### src/design/rls_pkg.sv
package rls_pkg;

	localparam int STEER_WIDTH = 16;
	localparam int TIMER_WIDTH = 16;
	localparam int CFG_WIDTH = 16;
	localparam int CFG_INDEX_WIDTH = 2;
	localparam int STATE_WIDTH = 4;
	localparam int CMP_WIDTH = (TIMER_WIDTH > CFG_WIDTH) ? TIMER_WIDTH : CFG_WIDTH;

	// 20 s move and homing window at a 250 ms tick
	localparam int TIMEOUT_SECONDS = 20;
	localparam int MS_PER_SECOND = 1000;
	localparam int TICK_MS = 250;
	localparam logic [CFG_WIDTH-1:0] TIMEOUT_RESET =
		CFG_WIDTH'(TIMEOUT_SECONDS * MS_PER_SECOND / TICK_MS);

	typedef enum logic [CFG_INDEX_WIDTH-1:0] {
		REG_MOVE_TIMEOUT   = 2'd0,
		REG_HOMING_TIMEOUT = 2'd1
	} reg_index_t;

	typedef enum logic [STATE_WIDTH-1:0] {
		ST_INIT       = 4'd0,
		ST_RETRACTED  = 4'd1,
		ST_RETRACTING = 4'd2,
		ST_HOMING     = 4'd3,
		ST_EXTENDED   = 4'd4,
		ST_EXTENDING  = 4'd5,
		ST_NOPOS      = 4'd6,
		ST_ESTOP      = 4'd7,
		ST_MAINT      = 4'd8
	} ctrl_state_t;

endpackage

### src/design/retractable_lift_sequencer.sv
// retractable lift sequencer
// input channel (in_valid / in_ready) carries one control tick per item: lift
// end sensors, up and down buttons, emergency stop, maintenance request and
// status, azimuth home flag and a signed steering value
// output channel (out_valid / out_ready) returns one result item per tick:
// state code, held drive and enable outputs, entry pulses and steering
// each item passes the input register, then the state update into the result
// register; throughput: one item per cycle while the receiver takes results
// and does not stall; the controller state is updated once per item in a
// single pass of next-state logic, which sets the rate
// a stalled receiver holds the result register and the input register fills;
// the block keeps taking items until both are occupied
// configuration writes (cfg_we, cfg_index, cfg_wdata) take effect at once;
// index 0 is the move timeout, index 1 the homing timeout, others are ignored
// reset: state init, tick counter and maintenance latch cleared, all drives
// and enables off, both timeouts at 80 ticks, no items held
module retractable_lift_sequencer (
	input  logic                                   clk,
	input  logic                                   arst_n,
	input  logic                                   cfg_we,
	input  logic [rls_pkg::CFG_INDEX_WIDTH-1:0]    cfg_index,
	input  logic [rls_pkg::CFG_WIDTH-1:0]          cfg_wdata,
	input  logic                                   in_valid,
	output logic                                   in_ready,
	input  logic                                   lift_top_seen,
	input  logic                                   lift_bottom_seen,
	input  logic                                   up_button,
	input  logic                                   down_button,
	input  logic                                   estop_active,
	input  logic                                   maintenance_request,
	input  logic                                   maintenance_active,
	input  logic                                   azi_at_home,
	input  logic signed [rls_pkg::STEER_WIDTH-1:0] steer_value,
	output logic                                   out_valid,
	input  logic                                   out_ready,
	output logic [rls_pkg::STATE_WIDTH-1:0]        state_code,
	output logic                                   lift_power_on,
	output logic                                   lift_up_drive,
	output logic                                   lift_down_drive,
	output logic                                   thruster_enable,
	output logic                                   azi_drive_on,
	output logic                                   azi_analog_on,
	output logic                                   maintenance_start,
	output logic                                   retracted_pulse,
	output logic                                   extended_pulse,
	output logic                                   steer_valid,
	output logic signed [rls_pkg::STEER_WIDTH-1:0] steer_out
);
	import rls_pkg::*;

	// configuration registers
	logic [CFG_WIDTH-1:0] move_timeout_q;
	logic [CFG_WIDTH-1:0] homing_timeout_q;

	// input register
	logic                          valid_s1;
	logic                          up_s_s1, down_s_s1, up_b_s1, down_b_s1;
	logic                          estop_s1, m_req_s1, m_act_s1, az_home_s1;
	logic signed [STEER_WIDTH-1:0] steer_s1;

	// controller state
	ctrl_state_t            state_q, state_d;
	logic [TIMER_WIDTH-1:0] ticks_q, ticks_d, ticks_inc;
	logic                   latch_q, latch_d, latch_eff;
	logic                   lift_en_q, up_drv_q, down_drv_q;
	logic                   thr_en_q, az_en_q, an_en_q;
	logic                   lift_en_d, up_drv_d, down_drv_d;
	logic                   thr_en_d, az_en_d, an_en_d;

	// result register
	logic                          out_valid_q;
	logic                          p_maint_q, p_retr_q, p_ext_q, steer_ok_q;
	logic signed [STEER_WIDTH-1:0] steer_q;

	logic                          advance;
	logic                          take;
	ctrl_state_t                   next_state;
	logic                          move_to, homing_to;
	logic                          p_maint_d, p_retr_d, p_ext_d, steer_ok_d;

	assign advance  = valid_s1 && (!out_valid_q || out_ready);
	assign in_ready = !valid_s1 || advance;

	always_ff @(posedge clk or negedge arst_n) begin
		if (!arst_n) begin
			move_timeout_q   <= TIMEOUT_RESET;
			homing_timeout_q <= TIMEOUT_RESET;
		end else if (cfg_we) begin
			if (cfg_index == REG_MOVE_TIMEOUT)
				move_timeout_q <= cfg_wdata;
			else if (cfg_index == REG_HOMING_TIMEOUT)
				homing_timeout_q <= cfg_wdata;
		end
	end

	always_ff @(posedge clk or negedge arst_n) begin
		if (!arst_n) begin
			valid_s1 <= 1'b0;
		end else if (in_ready) begin
			valid_s1 <= in_valid;
		end
	end

	always_ff @(posedge clk) begin
		if (in_ready && in_valid) begin
			up_s_s1    <= lift_top_seen;
			down_s_s1  <= lift_bottom_seen;
			up_b_s1    <= up_button;
			down_b_s1  <= down_button;
			estop_s1   <= estop_active;
			m_req_s1   <= maintenance_request;
			m_act_s1   <= maintenance_active;
			az_home_s1 <= azi_at_home;
			steer_s1   <= steer_value;
		end
	end

	// saturating tick count and the timeout compares
	always_comb begin
		ticks_inc = (ticks_q == {TIMER_WIDTH{1'b1}}) ? ticks_q : ticks_q + 1'b1;
		latch_eff = latch_q || m_req_s1;
		move_to   = CMP_WIDTH'(ticks_inc) >= CMP_WIDTH'(move_timeout_q);
		homing_to = CMP_WIDTH'(ticks_inc) >= CMP_WIDTH'(homing_timeout_q);
	end

	// transition choice: first condition in order wins
	always_comb begin
		take       = 1'b1;
		next_state = ST_NOPOS;
		unique case (state_q)
			ST_NOPOS: begin
				priority if (down_s_s1 && !up_s_s1) next_state = ST_EXTENDED;
				else if (down_b_s1)                 next_state = ST_EXTENDING;
				else if (up_b_s1)                   next_state = ST_HOMING;
				else if (up_s_s1 && !down_s_s1)     next_state = ST_RETRACTED;
				else if (estop_s1)                  next_state = ST_ESTOP;
				else if (latch_eff)                 next_state = ST_MAINT;
				else                                take = 1'b0;
			end
			ST_HOMING: begin
				priority if (az_home_s1) next_state = ST_RETRACTING;
				else if (homing_to)      next_state = ST_NOPOS;
				else if (estop_s1)       next_state = ST_ESTOP;
				else                     take = 1'b0;
			end
			ST_RETRACTING: begin
				priority if (up_s_s1) next_state = ST_RETRACTED;
				else if (move_to)     next_state = ST_NOPOS;
				else if (estop_s1)    next_state = ST_ESTOP;
				else                  take = 1'b0;
			end
			ST_RETRACTED: begin
				priority if (down_b_s1) next_state = ST_EXTENDING;
				else if (!up_s_s1)      next_state = ST_NOPOS;
				else if (estop_s1)      next_state = ST_ESTOP;
				else if (latch_eff)     next_state = ST_MAINT;
				else                    take = 1'b0;
			end
			ST_EXTENDING: begin
				priority if (down_s_s1) next_state = ST_EXTENDED;
				else if (move_to)       next_state = ST_NOPOS;
				else if (estop_s1)      next_state = ST_ESTOP;
				else                    take = 1'b0;
			end
			ST_EXTENDED: begin
				priority if (up_b_s1) next_state = ST_HOMING;
				else if (!down_s_s1)  next_state = ST_NOPOS;
				else if (estop_s1)    next_state = ST_ESTOP;
				else if (latch_eff)   next_state = ST_MAINT;
				else                  take = 1'b0;
			end
			ST_ESTOP: begin
				if (estop_s1)
					take = 1'b0;
			end
			ST_MAINT: begin
				if (m_act_s1)
					take = 1'b0;
			end
			default: begin
				// init, and any stray code, falls to no position
				next_state = ST_NOPOS;
			end
		endcase
	end

	// entry actions: only the named outputs change
	always_comb begin
		state_d    = state_q;
		ticks_d    = ticks_inc;
		latch_d    = latch_eff;
		lift_en_d  = lift_en_q;
		up_drv_d   = up_drv_q;
		down_drv_d = down_drv_q;
		thr_en_d   = thr_en_q;
		az_en_d    = az_en_q;
		an_en_d    = an_en_q;
		p_maint_d  = 1'b0;
		p_retr_d   = 1'b0;
		p_ext_d    = 1'b0;
		if (take) begin
			state_d = next_state;
			ticks_d = '0;
			unique case (next_state)
				ST_NOPOS: begin
					up_drv_d   = 1'b0;
					down_drv_d = 1'b0;
					if (!down_s_s1) begin
						thr_en_d = 1'b0;
						az_en_d  = 1'b0;
						an_en_d  = 1'b0;
					end
				end
				ST_HOMING: begin
					thr_en_d = 1'b0;
					az_en_d  = 1'b0;
					an_en_d  = 1'b0;
				end
				ST_RETRACTING: begin
					thr_en_d   = 1'b0;
					az_en_d    = 1'b0;
					an_en_d    = 1'b0;
					lift_en_d  = 1'b1;
					up_drv_d   = 1'b1;
					down_drv_d = 1'b0;
				end
				ST_RETRACTED: begin
					thr_en_d   = 1'b0;
					lift_en_d  = 1'b0;
					up_drv_d   = 1'b0;
					down_drv_d = 1'b0;
					p_retr_d   = 1'b1;
				end
				ST_EXTENDING: begin
					thr_en_d   = 1'b0;
					az_en_d    = 1'b0;
					an_en_d    = 1'b0;
					lift_en_d  = 1'b1;
					up_drv_d   = 1'b0;
					down_drv_d = 1'b1;
				end
				ST_EXTENDED: begin
					up_drv_d   = 1'b0;
					down_drv_d = 1'b0;
					thr_en_d   = 1'b1;
					az_en_d    = 1'b1;
					an_en_d    = 1'b1;
					p_ext_d    = 1'b1;
				end
				ST_MAINT: begin
					latch_d    = 1'b0;
					thr_en_d   = 1'b0;
					az_en_d    = 1'b0;
					an_en_d    = 1'b0;
					lift_en_d  = 1'b0;
					up_drv_d   = 1'b0;
					down_drv_d = 1'b0;
					p_maint_d  = 1'b1;
				end
				default: begin
					// init and emergency stop: everything off
					thr_en_d   = 1'b0;
					az_en_d    = 1'b0;
					an_en_d    = 1'b0;
					lift_en_d  = 1'b0;
					up_drv_d   = 1'b0;
					down_drv_d = 1'b0;
				end
			endcase
		end
		// steering goes through only with the azimuth live, the lift down and no maintenance active
		steer_ok_d = !m_act_s1 && down_s_s1 && az_en_d && an_en_d;
	end

	always_ff @(posedge clk or negedge arst_n) begin
		if (!arst_n) begin
			state_q    <= ST_INIT;
			ticks_q    <= '0;
			latch_q    <= 1'b0;
			lift_en_q  <= 1'b0;
			up_drv_q   <= 1'b0;
			down_drv_q <= 1'b0;
			thr_en_q   <= 1'b0;
			az_en_q    <= 1'b0;
			an_en_q    <= 1'b0;
		end else if (advance) begin
			state_q    <= state_d;
			ticks_q    <= ticks_d;
			latch_q    <= latch_d;
			lift_en_q  <= lift_en_d;
			up_drv_q   <= up_drv_d;
			down_drv_q <= down_drv_d;
			thr_en_q   <= thr_en_d;
			az_en_q    <= az_en_d;
			an_en_q    <= an_en_d;
		end
	end

	always_ff @(posedge clk or negedge arst_n) begin
		if (!arst_n) begin
			out_valid_q <= 1'b0;
		end else if (advance) begin
			out_valid_q <= 1'b1;
		end else if (out_ready) begin
			out_valid_q <= 1'b0;
		end
	end

	always_ff @(posedge clk) begin
		if (advance) begin
			p_maint_q  <= p_maint_d;
			p_retr_q   <= p_retr_d;
			p_ext_q    <= p_ext_d;
			steer_ok_q <= steer_ok_d;
			steer_q    <= steer_ok_d ? steer_s1 : '0;
		end
	end

	// held outputs change only when a result is loaded, so they read straight
	// from the controller registers
	assign out_valid         = out_valid_q;
	assign state_code        = state_q;
	assign lift_power_on     = lift_en_q;
	assign lift_up_drive     = up_drv_q;
	assign lift_down_drive   = down_drv_q;
	assign thruster_enable   = thr_en_q;
	assign azi_drive_on      = az_en_q;
	assign azi_analog_on     = an_en_q;
	assign maintenance_start = p_maint_q;
	assign retracted_pulse   = p_retr_q;
	assign extended_pulse    = p_ext_q;
	assign steer_valid       = steer_ok_q;
	assign steer_out         = steer_q;

endmodule

### config.mk
export PLATFORM = sky130hd
export DESIGN_NAME = retractable_lift_sequencer
export DESIGN_NICKNAME = d
export VERILOG_FILES = /design/src/design/rls_pkg.sv /design/src/design/retractable_lift_sequencer.sv
export SDC_FILE = /design/constraint.sdc
export NUM_CORES = 1
export LEC_CHECK = 0
export BUFFER_PORTS_ARGS = -buffer_cell sky130_fd_sc_hd__buf_2
export CAP_MARGIN = 20
export CORE_UTILIZATION = 36
export CTS_CLUSTER_DIAMETER = 100
export DETAILED_ROUTE_END_ITERATION = 10
export GPL_ROUTABILITY_DRIVEN = 0
export PLACE_DENSITY = 0.52
export SYNTH_ARGS = -nofsm -noshare
export SYNTH_HDL_FRONTEND = slang
export SYNTH_SLANG_ARGS = --single-unit
### constraint.sdc
create_clock -name clk -period 4.75 [get_ports clk]
set_input_delay 0.95 -clock clk [delete_from_list [all_inputs] [get_ports clk]]
set_output_delay 0.95 -clock clk [all_outputs]
set_load 0.01 [all_outputs]
== Word-level counts from Yosys, hierarchy flattened ==
Cells that the tools add are included.

* Register bits after elaboration: 105
* Input bits: 47
* Output and inout port bits: 32
* Word-level logic and storage cells: 132

* Add/subtract/negate cells: 1
* Order comparisons: 2
* Equality and inequality tests: 18
* Muxes and demuxes: 56
* Bitwise gates (word level): 3
* Reduce and logical (&&, ||, !) cells: 25

{| class="wikitable"
|+ Operators by type and width
! kind !! number
|-
| 4-bit two-way mux || 11
|-
| 1-bit two-way mux || 33
|-
| 16-bit >= comparator || 2
|-
| 16-bit two-way mux || 2
|-
| 4-bit by 3-bit == test with 1-bit output (second input constant) || 7
|-
| 4-bit one-hot mux with 6 select lines || 1
|-
| 16-bit by 1-bit adder with 16-bit output (second input constant) || 1
|-
| 16-bit == test (second input constant) || 1
|-
| 4-bit by 2-bit == test with 1-bit output (second input constant) || 4
|-
| 3-bit AND reduction || 4
|-
| 4-bit by 1-bit == test with 1-bit output (second input constant) || 2
|-
| 4-bit == test (second input constant) || 2
|-
| 1-bit one-hot mux with 2 select lines || 4
|-
| 1-bit one-hot mux with 8 select lines || 1
|-
| 1-bit logical AND || 7
|-
| 3-bit two-way mux || 2
|-
| 1-bit one-hot mux with 3 select lines || 2
|-
| 1-bit zero test || 5
|-
| 2-bit AND reduction || 2
|-
| 1-bit logical OR || 3
|-
| 1-bit NOT || 3
|-
| 3-bit OR reduction || 1
|-
| 2-bit by 1-bit == test with 1-bit output (second input constant) || 1
|-
| 2-bit zero test || 1
|-
| 3 further kinds || 3
|}

== Depth between registers and ports, before layout ==
Gate-level depths: netlist (run 1).

* Depth in word-level cells: 13
* Depth in mapped cells: 17
* Mapped depth without buffers: 16

== Least setup slack after synthesis (run 1) ==
Ideal clock, no wire load.

* Kind: register to register
* Start: register ticks_q[0]
* End: register steer_q[10], in the netlist steer_out[10], data pin
* Library setup time: 0.255 ns
* Arrival: 3.689 ns
* Required time: 4.495 ns
* Setup slack: 0.806 ns
* Cell stages (with the launch flop): 18
* Buffers on the path: 2
* Clock period less this slack: 3.944 ns
* Cell sequence: dfrtp_1 > ha_1 > and2_1 > nand4_1 > or3_1 > clkbuf_1 > nand2_1 > xnor2_1 > ha_1 > a31oi_1 > nor2b_1 > o311ai_0 > nand4_1 > or3_1 > a41oi_1 > a311oi_4 > buf_6 > and2_1

* Cells in the longest elaborated chain, start to end: 11
* Elaborated cells on any way between the ends: 26
* Classes of those cells: add/sub: 1; order compare: 2; eq/ne: 4; mux: 17; reduce/logical: 2

{| class="wikitable"
|+ RTL lines
! what !! line !! text
|-
| start, declared || retractable_lift_sequencer.sv:63 || <nowiki>logic [TIMER_WIDTH-1:0] ticks_q, ticks_d, ticks_inc;</nowiki>
|-
| start signal, assigned || retractable_lift_sequencer.sv:288 || <nowiki>ticks_q <= ticks_d;</nowiki>
|-
| 16-bit by 1-bit adder with 16-bit output or 16-bit == test (tied branches) || retractable_lift_sequencer.sv:120 || <nowiki>ticks_inc = (ticks_q == {TIMER_WIDTH{1'b1}}) ? ticks_q : ticks_q + 1'b1;</nowiki>
|-
| 16-bit two-way mux (*) || retractable_lift_sequencer.sv:120 ||
|-
| 16-bit >= comparator (on tied branches) || retractable_lift_sequencer.sv:122, retractable_lift_sequencer.sv:123 ||
|-
| 1-bit two-way mux (on tied branches) || retractable_lift_sequencer.sv:148, retractable_lift_sequencer.sv:142 ||
|-
| 4-bit two-way mux (tied with other cells) || retractable_lift_sequencer.sv:160 || <nowiki>priority if (down_s_s1) next_state = ST_EXTENDED;</nowiki>
|-
| 4-bit one-hot mux with 6 select lines || retractable_lift_sequencer.sv:130 || <nowiki>unique case (state_q)</nowiki>
|-
| 4-bit by 3-bit == test with 1-bit output or 4-bit by 1-bit == test with 1-bit output (tied branches) || retractable_lift_sequencer.sv:204 || <nowiki>unique case (next_state)</nowiki>
|-
| 1-bit one-hot mux with 3 select lines || retractable_lift_sequencer.sv:204 ||
|-
| 1-bit two-way mux || retractable_lift_sequencer.sv:201 || <nowiki>if (take) begin</nowiki>
|-
| 1-bit logical AND || retractable_lift_sequencer.sv:272 || <nowiki>steer_ok_d = !m_act_s1 && down_s_s1 && az_en_d && an_en_d;</nowiki>
|-
| 1-bit logical AND (*) || retractable_lift_sequencer.sv:272 ||
|-
| named net steer_ok_d || retractable_lift_sequencer.sv:79 || <nowiki>logic p_maint_d, p_retr_d, p_ext_d, steer_ok_d;</nowiki>
|-
| end signal, assigned || retractable_lift_sequencer.sv:315 || <nowiki>steer_q <= steer_ok_d ? steer_s1 : '0;</nowiki>
|-
| end, declared || retractable_lift_sequencer.sv:73 || <nowiki>logic signed [STEER_WIDTH-1:0] steer_q;</nowiki>
|}

Mark *: on every way through the listed nets, which the timed path passes. The rest lies on a longest branch.
A chain may end at the register's enable or synchronous reset.

== Worst setup path after layout (run 1) ==
* Start: register ticks_q[0]
* End: register steer_q[14], in the netlist steer_out[14], data pin

* Cells in the longest elaborated chain, start to end: 11
* Elaborated cells on any way between the ends: 26
* Classes of those cells: add/sub: 1; order compare: 2; eq/ne: 4; mux: 17; reduce/logical: 2

{| class="wikitable"
|+ RTL lines
! what !! line
|-
| 16-bit by 1-bit adder with 16-bit output or 16-bit == test (tied branches) || retractable_lift_sequencer.sv:120
|-
| 16-bit two-way mux (*) || retractable_lift_sequencer.sv:120
|-
| 16-bit >= comparator (on tied branches) || retractable_lift_sequencer.sv:122, retractable_lift_sequencer.sv:123
|-
| 1-bit two-way mux (on tied branches) || retractable_lift_sequencer.sv:148, retractable_lift_sequencer.sv:142
|-
| 4-bit two-way mux (tied with other cells) || retractable_lift_sequencer.sv:160
|-
| 4-bit one-hot mux with 6 select lines || retractable_lift_sequencer.sv:130
|-
| 4-bit by 3-bit == test with 1-bit output or 4-bit by 1-bit == test with 1-bit output (tied branches) || retractable_lift_sequencer.sv:204
|-
| 1-bit one-hot mux with 3 select lines || retractable_lift_sequencer.sv:204
|-
| 1-bit two-way mux || retractable_lift_sequencer.sv:201
|-
| 1-bit logical AND || retractable_lift_sequencer.sv:272
|-
| 1-bit logical AND (*) || retractable_lift_sequencer.sv:272
|}

Mark *: on every way between the ends. The rest lies on a longest branch, timed or not.

==> results.json, run 1 <==
{
  "drcViolationCount": 9,
  "critPathCaptureType": "flip-flop",
  "worst_skew_late_latency_ns": 0.36,
  "slew_viol_final": 0,
  "synth_top_family_by_area": "simple AND/OR/NAND/NOR gates",
  "grt_overflow": 0,
  "final_worst_path_cycle_share_pct": 95.5,
  "outcome": "finished, violations left",
  "final_nets": 677,
  "post_cts_hold_buffer_count": 0,
  "tritoncts": "built",
  "worst_ep_required_time_ns": 4.86,
  "grt_setup_unrepaired": "false",
  "comb_power_share_pct": 34.6,
  "asyncSetResetFlopFracSynth_pct": 58.1,
  "ios": 79,
  "critPathKind": "reg2reg",
  "grt_max_degree": 62,
  "drt_first_iter_violations": 272,
  "power_switching_w": 0.00113,
  "final.hold.worst_slack_ns": 0.484,
  "p_sw_share_pct": 37.1,
  "synth_mux_area_share_pct": 3.86,
  "initial_core_util_pct": 37.3,
  "antenna_found_initial": 0,
  "power.static_leakage_nw": 2.90,
  "combined_area_of_all_synthesized_cells_sq_mm": 0.00551,
  "wl_per_cell_um": 15.8,
  "finalWorstPathRequiredPeriod_ns": 4.53,
  "syn_nets": 599,
  "hold_viol_final": 0,
  "floorplan.rows": 44,
  "vias_per_cell": 5.29,
  "cell_type_contributing_the_most_total_cell_area_after_synthesis": "sky130_fd_sc_hd__dfrtp_1",
  "synth-seq-cells": 105,
  "post_synth_xor_area_fraction_pct": 1.91,
  "worst_ir_drop_vdd_v": 0.000262,
  "clock-sinks": 105,
  "first_pass_grt_wire_length_mm": 20.8,
  "core_area_sq_mm": 0.0148,
  "share_seq_of_total_power_pct": 40.6,
  "p_int_w": 0.00192,
  "clk_root_buffer_cell": "sky130_fd_sc_hd__clkbuf_16",
  "antenna_cells_inserted": 0,
  "fraction_of_the_yosys_area_taken_by_sequential_cells_pct": 51.8,
  "first_global_vias": 4113,
  "worst_endpoint_data_arrival_time_ns": 4.64,
  "fp.dieW_um": 126,
  "synth_edf_count": 44,
  "layout-drive-gt1-share_pct": 23.6,
  "synthesis.instances": 519,
  "clockBufferDepth": 2,
  "grt_usage_pct": 16.7,
  "first_pass_iters": 8,
  "hold_path.class": "reg2reg",
  "fin_skew_ns": 0.0133,
  "area_growth_syn_to_layout_pct": 17.0,
  "fp.dieArea_sq_mm": 0.0158,
  "max_cap_viol_count": 0,
  "cts-buffers-inserted": 9,
  "crit_path_max_fanout": 17,
  "finalSetupViolations": 0,
  "postRouteAntennaNets": 0,
  "failed_checks": "design-rule violations",
  "yosys.area.top_type_share_pct": 25.9,
  "max_freq_ghz": 0.221,
  "synthesized_area_fraction_occupied_by_adder_cells_pct": 7.50,
  "synth-compound-area-share_pct": 14.2,
  "cts.reportedPaths.clkPinSlew_ns": 0.08,
  "p_per_cell_area_mw_per_mm2": 472,
  "power.clock.fraction_pct": 24.8,
  "cp-start-kind": "flip-flop",
  "yosys_warnings": 0,
  "number_of_buffers_inserted_by_port_buffering": 78,
  "worst_slew_margin_rel_pct": 41.2,
  "most_area_consuming_cells_after_synthesis": "sky130_fd_sc_hd__dfrtp_1 (26%), sky130_fd_sc_hd__edfxtp_1 (24%), sky130_fd_sc_hd__ha_1 (7.5%), sky130_fd_sc_hd__mux2_2 (3.7%), sky130_fd_sc_hd__nand2_1 (3.3%)",
  "num_vias": 4161,
  "detail_route.wirelength_mm": 12.4,
  "fin_total_pwr_w": 0.00304,
  "die_h_um": 126,
  "detailed_place_hpwl_mm": 8.89,
  "worst_pin_slew_ns": 0.881,
  "timing.reg2reg.setup_slack_ns": 0.22,
  "timing.setup.tns_ns": 0,
  "yosys.area_share.simple_pct": 16.3,
  "clock_tree.htree_level_count": 3,
  "netlist-cell-type-count": 60,
  "syn_avg_cell_area_sq_um": 10.6,
  "synthFlopType": "sky130_fd_sc_hd__dfrtp_1"
}
## metrics by stage
| stage | area (sq um) | setup slack [ns] | util (%) | std cells |
|---|---|---|---|---|
| 3_5_place_dp | 6090 | -0.0364 | 41.3 | 768 |
| 5_1_grt | 6450 | 0.0120 | 43.7 | 786 |
| 3_3_place_gp | 6090 | 0.0929 | 41.3 | 768 |
| 6_report | 6450 | 0.216 | 43.7 | 786 |
| 2_1_floorplan | 5510 | 0.806 | - | 519 |
| 4_1_cts | 6390 | 0.0921 | 43.3 | 784 |
## placed cells by master (no fill, tap or decap), types with 3 or more instances in the layout
master,n
sky130_fd_sc_hd__buf_2,78
sky130_fd_sc_hd__dfrtp_1,57
sky130_fd_sc_hd__nand2_1,48
sky130_fd_sc_hd__edfxtp_1,44
sky130_fd_sc_hd__inv_1,37
sky130_fd_sc_hd__nor2_1,33
sky130_fd_sc_hd__ha_1,33
sky130_fd_sc_hd__o21ai_0,32
sky130_fd_sc_hd__and2_1,25
sky130_fd_sc_hd__a21oi_1,24
sky130_fd_sc_hd__mux2_2,18
sky130_fd_sc_hd__nand3_1,15
sky130_fd_sc_hd__xnor2_1,12
sky130_fd_sc_hd__nand4_1,10
sky130_fd_sc_hd__nand2b_1,10
sky130_fd_sc_hd__clkbuf_16,9
sky130_fd_sc_hd__nor2b_1,8
sky130_fd_sc_hd__buf_4,8
sky130_fd_sc_hd__nor3_1,7
sky130_fd_sc_hd__a22o_1,7
sky130_fd_sc_hd__and3_1,5
sky130_fd_sc_hd__a31oi_1,5
sky130_fd_sc_hd__a21o_1,5
sky130_fd_sc_hd__a41o_1,5
sky130_fd_sc_hd__a211oi_1,4
sky130_fd_sc_hd__o22ai_1,4
sky130_fd_sc_hd__dfstp_2,4
sky130_fd_sc_hd__o21a_1,3
sky130_fd_sc_hd__nor4_1,3
sky130_fd_sc_hd__inv_8,3
## power by group through the flow
stage	Clock, W	Combinational (W)	Sequential (W)
floorplan	0	0.000744	0.00121
global placement	0	0.00102	0.00125
CTS	0.000784	0.00104	0.00124
detailed placement	0	0.00103	0.00125
global route	0.000828	0.00117	0.00126
finish	0.000755	0.00105	0.00124
## worst paths after layout
path	startpoint	to	depth (start not counted)
min	thruster_enable	thruster_enable	1
min reg2reg	thruster_enable	thruster_enable	1
min in group asynchronous	arst_n	state_code[2]	2
max reg2reg	ticks_q[0]	steer_out[14]	15
max	ticks_q[0]	steer_out[14]	15
max in group asynchronous	arst_n	ticks_q[4]	2
## critical path, cell delays in order, from the launching register on
cell and delay (ns):
sky130_fd_sc_hd__dfrtp_1 0.43, sky130_fd_sc_hd__ha_1 0.19, sky130_fd_sc_hd__and2_1 0.20, sky130_fd_sc_hd__nand4_1 0.18, sky130_fd_sc_hd__or3_4 0.47, sky130_fd_sc_hd__mux2_2 0.33, sky130_fd_sc_hd__ha_1 0.29, sky130_fd_sc_hd__nor2b_1 0.13
sky130_fd_sc_hd__o211a_1 0.20, sky130_fd_sc_hd__o311ai_1 0.43, sky130_fd_sc_hd__nand4_1 0.25, sky130_fd_sc_hd__or3_1 0.49, sky130_fd_sc_hd__nand4_1 0.25, sky130_fd_sc_hd__a311oi_4 0.14, sky130_fd_sc_hd__buf_12 0.16, sky130_fd_sc_hd__and2_1 0.15
## routing by layer
layer  part of all wire, %  GRT usage (%)  vias up
li1                      -              -     2021
met1                    48           22.5     2020
met2                    47           27.0      106
met3                   3.9           3.10       14
met4                   1.6           5.60        0
met5                     0              0        -
## timing repair
| action | CTS | global route |
|---|---|---|
| resized for setup | 1 | 3 |
| cloned | 0 | 0 |
| endpoints found under the setup margin | 16 | 28 |
| setup buffers | 0 | 1 |
| pin swaps | 0 | 1 |
## final cells by class
class | count | area, sq um
clock inverter | 7 | 76.3
tap | 184 | 230
inverter | 38 | 143
timing repair buffer | 88 | 485
sequential | 105 | 2850
multi-input combinational | 355 | 2430
fill | 1446 | 8310
clock buffer | 9 | 225
## state kept, by name, summed over array words and instances (netlist names), 4 cells and up
signal            count
homing_timeout_q     16
move_timeout_q       16
state_code            4
steer_out            16
steer_s1             16
ticks_q              16
## Yosys cell counts (all sizes together) (6+ instances only)
library cell / instances
a21oi: 24
a22o: 7
and2: 25
and3: 6
buf: 7
clkbuf: 14
dfrtp: 57
edfxtp: 44
ha: 33
inv: 38
mux2: 18
nand2: 48
nand2b: 10
nand3: 15
nand4: 10
nor2: 34
nor2b: 8
nor3: 7
o21ai: 34
xnor2: 12
## cell families after synthesis
family | Yosys count
AO/OA/AOI/OAI | 115
XOR/XNOR | 12
adder cells (fa/ha/maj) | 33
buffers and inverters | 59
flip-flops | 105
multiplexers | 19
AND/OR/NAND/NOR | 176
(Power assumes the default switching activity.)
==> run 2: changes to the inputs <==
--- a/config.mk
+++ b/config.mk
@@ -11,6 +11,7 @@
 export CTS_CLUSTER_DIAMETER = 100
 export DETAILED_ROUTE_END_ITERATION = 10
 export GPL_ROUTABILITY_DRIVEN = 0
+export GPL_TIMING_DRIVEN = 0
 export PLACE_DENSITY = 0.52
 export SYNTH_ARGS = -nofsm -noshare
 export SYNTH_HDL_FRONTEND = slang
==> results.json, run 2 (synthesis results as in run 1) <==
{
  "fp.dieW_um": 126,
  "grt.met1_usage_pct": 22.5,
  "crit_family": "simple AND/OR/NAND/NOR gates",
  "detail_route.wirelength_mm": 13.0,
  "numPlacedInstances": 782,
  "failed_checks": "design-rule violations",
  "worst_ep_required_time_ns": 4.87,
  "grtUsageMet2_pct": 28.4,
  "first_pass_grt_wire_length_mm": 21.1,
  "final_nets": 690,
  "area_growth_syn_to_layout_pct": 18.2,
  "critPathCaptureType": "flip-flop",
  "worst_path_max_delay_cell": "sky130_fd_sc_hd__or3_4",
  "worst-path-buf-inv": 2,
  "hold_path_depth": 1,
  "first_pass_iters": 8,
  "tritoncts": "built",
  "worst_skew_late_latency_ns": 0.37,
  "grt_overflow": 0,
  "most_common_cell_on_crit_path": "sky130_fd_sc_hd__nand4_1",
  "grt_setup_unrepaired": "false",
  "final_worst_path_cycle_share_pct": 94.0,
  "first_global_vias": 4174,
  "grt_usage_pct": 17.3,
  "core_area_sq_mm": 0.0148,
  "cts.reportedPaths.clkPinSlew_ns": 0.08,
  "dpl-instance-area_sq_mm": 0.00615,
  "die_h_um": 126,
  "fin_skew_ns": 0.0149,
  "antenna_found_initial": 0,
  "outcome": "finished, violations left",
  "crit_path_max_fanout": 10,
  "layout-drive-gt1-share_pct": 24.6,
  "grt.busiest_layer": "met2",
  "num_vias": 4157,
  "floorplan.rows": 44,
  "fp.dieArea_sq_mm": 0.0158,
  "clk_root_buffer_cell": "sky130_fd_sc_hd__clkbuf_16",
  "timing.critical_path.slowest_cell_delay_ns": 0.46,
  "worst-r2r-cell-count": 17,
  "power.static_leakage_nw": 2.92,
  "hold_path.class": "reg2reg",
  "number_of_buffers_inserted_by_port_buffering": 78,
  "critPathKind": "reg2reg",
  "fin_area_sq_mm": 0.00651,
  "final.hold.worst_slack_ns": 0.480,
  "cts-buffers-inserted": 9,
  "path_cells": "ha_1 -> and2_1 -> nand4_1 -> or3_4 -> clkbuf_2 -> nand2_1 -> xnor2_1 -> ha_1 -> a31oi_1 -> nor2b_1 -> o311ai_2 -> nand4_1 -> or3_4 -> nand4_1 -> a311oi_4 -> buf_4 -> and2_1",
  "worst_pin_slew_ns": 0.802,
  "wl_per_cell_um": 16.2,
  "grt.met3_usage_pct": 2.72,
  "clock-sinks": 105,
  "vias_per_cell": 5.20,
  "clockBufferDepth": 2,
  "finalSetupViolations": 0,
  "slew_viol_final": 0,
  "drcViolationCount": 9,
  "critical_path_cell_count": 17,
  "hold_viol_final": 0,
  "clock_tree.htree_level_count": 3,
  "p_per_cell_area_mw_per_mm2": 474,
  "final_cell_mix": "sky130_fd_sc_hd__buf_2 (80), sky130_fd_sc_hd__dfrtp_1 (56), sky130_fd_sc_hd__nand2_1 (47)",
  "layout.cells.most_common": "sky130_fd_sc_hd__buf_2",
  "antenna_cells_inserted": 0,
  "finalWorstPathRequiredPeriod_ns": 4.47,
  "initial_core_util_pct": 37.3,
  "ios": 79,
  "grt_max_degree": 62,
  "cp-start-kind": "flip-flop",
  "max_freq_ghz": 0.224,
  "postRouteAntennaNets": 0,
  "worst_slew_margin_rel_pct": 46.5,
  "max_cap_viol_count": 0,
  "drt_first_iter_violations": 266,
  "detailed_place_hpwl_mm": 9.40,
  "finish.cell_count_without_fillers": 799,
  "worst_ir_drop_vdd_v": 0.000272,
  "worst_endpoint_data_arrival_time_ns": 4.59
}
## run 2: worst paths after layout
path / startpoint / endpoint / slack (ns)
worst max-delay path: ticks_q[0] / steer_out[13] / 0.28
worst min-delay path: thruster_enable / thruster_enable / 0.48
worst max register to register: ticks_q[0] / steer_out[13] / 0.28
worst min register to register: thruster_enable / thruster_enable / 0.48
max in group asynchronous: arst_n / ticks_q[0] / 3.51
min in group asynchronous: arst_n / homing_timeout_q[9] / 0.66
## run 2: final cells by class
| type | instances | area, sq um |
|---|---|---|
| tap | 184 | 230 |
| clock buffer | 9 | 225 |
| sequential | 105 | 2850 |
| inverter | 38 | 143 |
| multi-input combinational | 355 | 2460 |
| clock inverter | 7 | 78.8 |
| fill | 1429 | 8250 |
| buffer | 21 | 106 |
| timing repair buffer | 80 | 415 |
## run 2: layer usage
| metal | wire length [um] | share of wire, % |
|---|---|---|
| met3 | 478 | 3.7 |
| met5 | 0 | 0 |
| met2 | 5990 | 46 |
| met4 | 288 | 2.2 |
| met1 | 6200 | 48 |
## run 2: stage by stage
| stage | setup slack [ns] | util (%) | TNS, ns | total power (W) |
|---|---|---|---|---|
| 4_1_cts | 0.00208 | 43.8 | 0 | 0.00308 |
| 3_5_place_dp | -0.258 | 41.7 | -3.98 | 0.00229 |
| 3_3_place_gp | -0.306 | 41.5 | -5.89 | 0.00226 |
| 2_1_floorplan | 0.806 | - | 0 | 0.00196 |
| 6_report | 0.284 | 44.1 | 0 | 0.00309 |
| 5_1_grt | 0.0511 | 44.1 | 0 | 0.00329 |
## run 2: repair_timing
item | in CTS | in global routing
hold buffers | 0 | 0
setup endpoints to repair | 34 | 34
gates resized for setup | 4 | 11
pin swaps | 1 | 2
buffers inserted | 1 | 0
cloned | 0 | 0
## run 2: power breakdown
| group | leakage (nW) | switching [W] | internal [W] |
|---|---|---|---|
| registers | 1.18 | 0.0000768 | 0.00110 |
| logic | 1.58 | 0.000689 | 0.000448 |
| clock network | 0.151 | 0.000390 | 0.000380 |
==> run 3: changes to the inputs <==
--- a/config.mk
+++ b/config.mk
@@ -7,12 +7,12 @@
 export LEC_CHECK = 0
 export BUFFER_PORTS_ARGS = -buffer_cell sky130_fd_sc_hd__buf_2
 export CAP_MARGIN = 20
-export CORE_UTILIZATION = 36
+export CORE_UTILIZATION = 58
 export CTS_CLUSTER_DIAMETER = 100
 export DETAILED_ROUTE_END_ITERATION = 10
 export GPL_ROUTABILITY_DRIVEN = 0
 export GPL_TIMING_DRIVEN = 0
-export PLACE_DENSITY = 0.52
+export PLACE_DENSITY = 0.79
 export SYNTH_ARGS = -nofsm -noshare
 export SYNTH_HDL_FRONTEND = slang
 export SYNTH_SLANG_ARGS = --single-unit
==> results.json, run 3 (synthesis results as in run 1) <==
{
  "first_global_vias": 4090,
  "timing.critical_path.slowest_cell_delay_ns": 0.44,
  "finalSetupViolations": 0,
  "area_growth_syn_to_layout_pct": 16.2,
  "clockBufferDepth": 2,
  "finalWorstPathRequiredPeriod_ns": 4.54,
  "worst-r2r-cell-count": 17,
  "cp-start-kind": "flip-flop",
  "worst_path_max_delay_cell": "sky130_fd_sc_hd__or3_4",
  "final_cell_mix": "sky130_fd_sc_hd__buf_2 (81), sky130_fd_sc_hd__dfrtp_1 (56), sky130_fd_sc_hd__nand2_1 (47)",
  "setup.worst_path.end": "steer_out[1]",
  "worst_ep_required_time_ns": 5.00,
  "hold_path.class": "reg2reg",
  "number_of_buffers_inserted_by_port_buffering": 78,
  "initial_core_util_pct": 59.6,
  "power.clock.fraction_pct": 18.8,
  "fp.dieArea_sq_mm": 0.00989,
  "final-seq-area_sq_mm": 0.00285,
  "p_per_cell_area_mw_per_mm2": 460,
  "final_worst_path_cycle_share_pct": 95.7,
  "postRouteAntennaNets": 0,
  "detail_route.wirelength_mm": 12.0,
  "cts-buffers-inserted": 9,
  "worst_slew_margin_rel_pct": 50.5,
  "post_cts_hold_buffer_count": 0,
  "critPathKind": "reg2reg",
  "slew_viol_final": 0,
  "clock-sinks": 105,
  "antenna_cells_inserted": 0,
  "fillers": 690,
  "path_cells": "ha_1 -> and2_1 -> nand4_1 -> or3_4 -> clkbuf_2 -> nand3_1 -> xnor2_1 -> ha_1 -> a21oi_1 -> nor2_1 -> a311oi_1 -> nand4_1 -> o31ai_2 -> nand2_2 -> a311oi_4 -> buf_4 -> and2_1",
  "num_vias": 4362,
  "layout.cells.most_common": "sky130_fd_sc_hd__buf_2",
  "comb_power_share_pct": 41.1,
  "drcViolationCount": 0,
  "setup_slack_ns": 0.206,
  "floorplan.rows": 35,
  "first_pass_iters": 5,
  "outcome": "finished clean",
  "critical_path.reg2reg.endpoint": "steer_out[1]",
  "tritoncts": "built",
  "multi_input_area_sq_mm": 0.00244,
  "die_h_um": 99.5,
  "vias_per_cell": 5.82,
  "cts.reportedPaths.clkPinSlew_ns": 0.10,
  "p_sw_share_pct": 38.4,
  "clk_root_buffer_cell": "sky130_fd_sc_hd__clkbuf_8",
  "grt_usage_pct": 25.4,
  "clock_tree.htree_level_count": 3,
  "fin_skew_ns": 0.0132,
  "final_nets": 696,
  "worst_endpoint_data_arrival_time_ns": 4.79,
  "max_freq_ghz": 0.220,
  "max_cap_viol_count": 0,
  "power.static_leakage_nw": 2.91,
  "worst_ir_drop_vdd_v": 0.000409,
  "crit-reg2reg-launch": "ticks_q[1]",
  "core_area_sq_mm": 0.00924,
  "wl_per_cell_um": 16.0,
  "critPathCaptureType": "flip-flop",
  "hold_viol_final": 0,
  "grt_overflow": 0,
  "dp_worst_setup_slack_ns": -0.000667,
  "fin_total_pwr_w": 0.00294,
  "antenna_found_initial": 0,
  "worst_skew_late_latency_ns": 0.38,
  "crit_path_max_fanout": 10,
  "power_switching_w": 0.00113,
  "worst_pin_slew_ns": 0.742,
  "first_pass_grt_wire_length_mm": 19.6,
  "share_seq_of_total_power_pct": 40.1,
  "ios": 79,
  "detailed_place_hpwl_mm": 8.69,
  "layout-drive-gt1-share_pct": 24.8,
  "crit_start": "ticks_q[1]",
  "fp.dieW_um": 99.5,
  "p_int_w": 0.00181,
  "drt_first_iter_violations": 287,
  "timing.reg2reg.setup_slack_ns": 0.21,
  "grt_max_degree": 38
}
-- run 3: changes by cell type in the layout (fill, tap and decap cells not counted), moves of 2 or more --
| cell | before | now |
|---|---|---|
| sky130_fd_sc_hd__clkbuf_16 | 9 | 0 |
| sky130_fd_sc_hd__clkbuf_8 | 0 | 9 |
| sky130_fd_sc_hd__buf_4 | 5 | 8 |
| sky130_fd_sc_hd__clkbuf_2 | 4 | 2 |
| sky130_fd_sc_hd__clkinv_4 | 0 | 2 |
-- run 3: area by class of cell --
cell class	count	area share, %
clock inverters	7	1.19
clock buffers	9	1.94
repair buffers	86	7.67
multi-input cells	355	38.2
well taps	129	2.52
flip-flops and latches	105	44.6
inverters	38	2.23
plain buffers	21	1.68
-- run 3: repair_timing --
item / CTS / global route
resized for setup: 2 / 13
setup endpoints to repair: 10 / 33
pin swaps: 0 / 4
setup buffers: 0 / 5
-- run 3: through the flow --
step           utilization [%]  instances  area [sq um]    TNS, ns  hold WS, ns
4_1_cts                   68.2        744          6300          0        0.492
3_5_place_dp              66.0        728          6090  -0.000667        0.467
3_3_place_gp              65.6        726          6060          0        0.459
5_1_grt                   69.2        750          6400    -0.0575        0.532
6_report                  69.2        750          6400          0        0.490
2_1_floorplan                -        519          5510          0        0.457
-- run 3: how the worst min path moves through the flow --
stage | end | start | depth (start not counted) | slack [ns]
3_5_place_dp | thruster_enable | thruster_enable | 1 | 0.47
4_1_cts | thruster_enable | thruster_enable | 1 | 0.49
3_3_place_gp | thruster_enable | thruster_enable | 1 | 0.46
5_1_grt | thruster_enable | thruster_enable | 1 | 0.53
2_1_floorplan | out_valid | valid_s1 | 1 | 0.46
6_report | thruster_enable | thruster_enable | 1 | 0.49
-- run 3: critical path, delay by kind of cell (launching register included) --
family | cells | cell delay (ns)
and+or+nand+nor | 8 | 1.59
AOI/OAI and AO/OA | 4 | 1.25
xor gates and xnor gates | 1 | 0.21
adders and majority gates | 2 | 0.53
buffers and inverters | 2 | 0.43
DFF | 1 | 0.41
-- run 3: metal layers --
| layer | part of all wire, % | track usage, % | vias to the layer above | wire, um |
|---|---|---|---|---|
| li1 | - | - | 2059 | - |
| met1 | 44 | 34.9 | 2074 | 5310 |
| met3 | 6.0 | 3.51 | 30 | 725 |
| met2 | 47 | 41.0 | 199 | 5600 |
| met4 | 3.0 | 10.7 | 0 | 360 |
| met5 | 0 | 0 | - | 0 |
-- run 3: power groups by stage --
| stage | sequential, W | combinational, W | clock, W |
|---|---|---|---|
| after detailed placement | 0.00120 | 0.00108 | 0 |
| final | 0.00118 | 0.00121 | 0.000552 |
| after CTS | 0.00118 | 0.00109 | 0.000561 |
| after global routing | 0.00120 | 0.00132 | 0.000594 |
| after floorplan | 0.00121 | 0.000744 | 0 |
| after global placement | 0.00119 | 0.00103 | 0 |
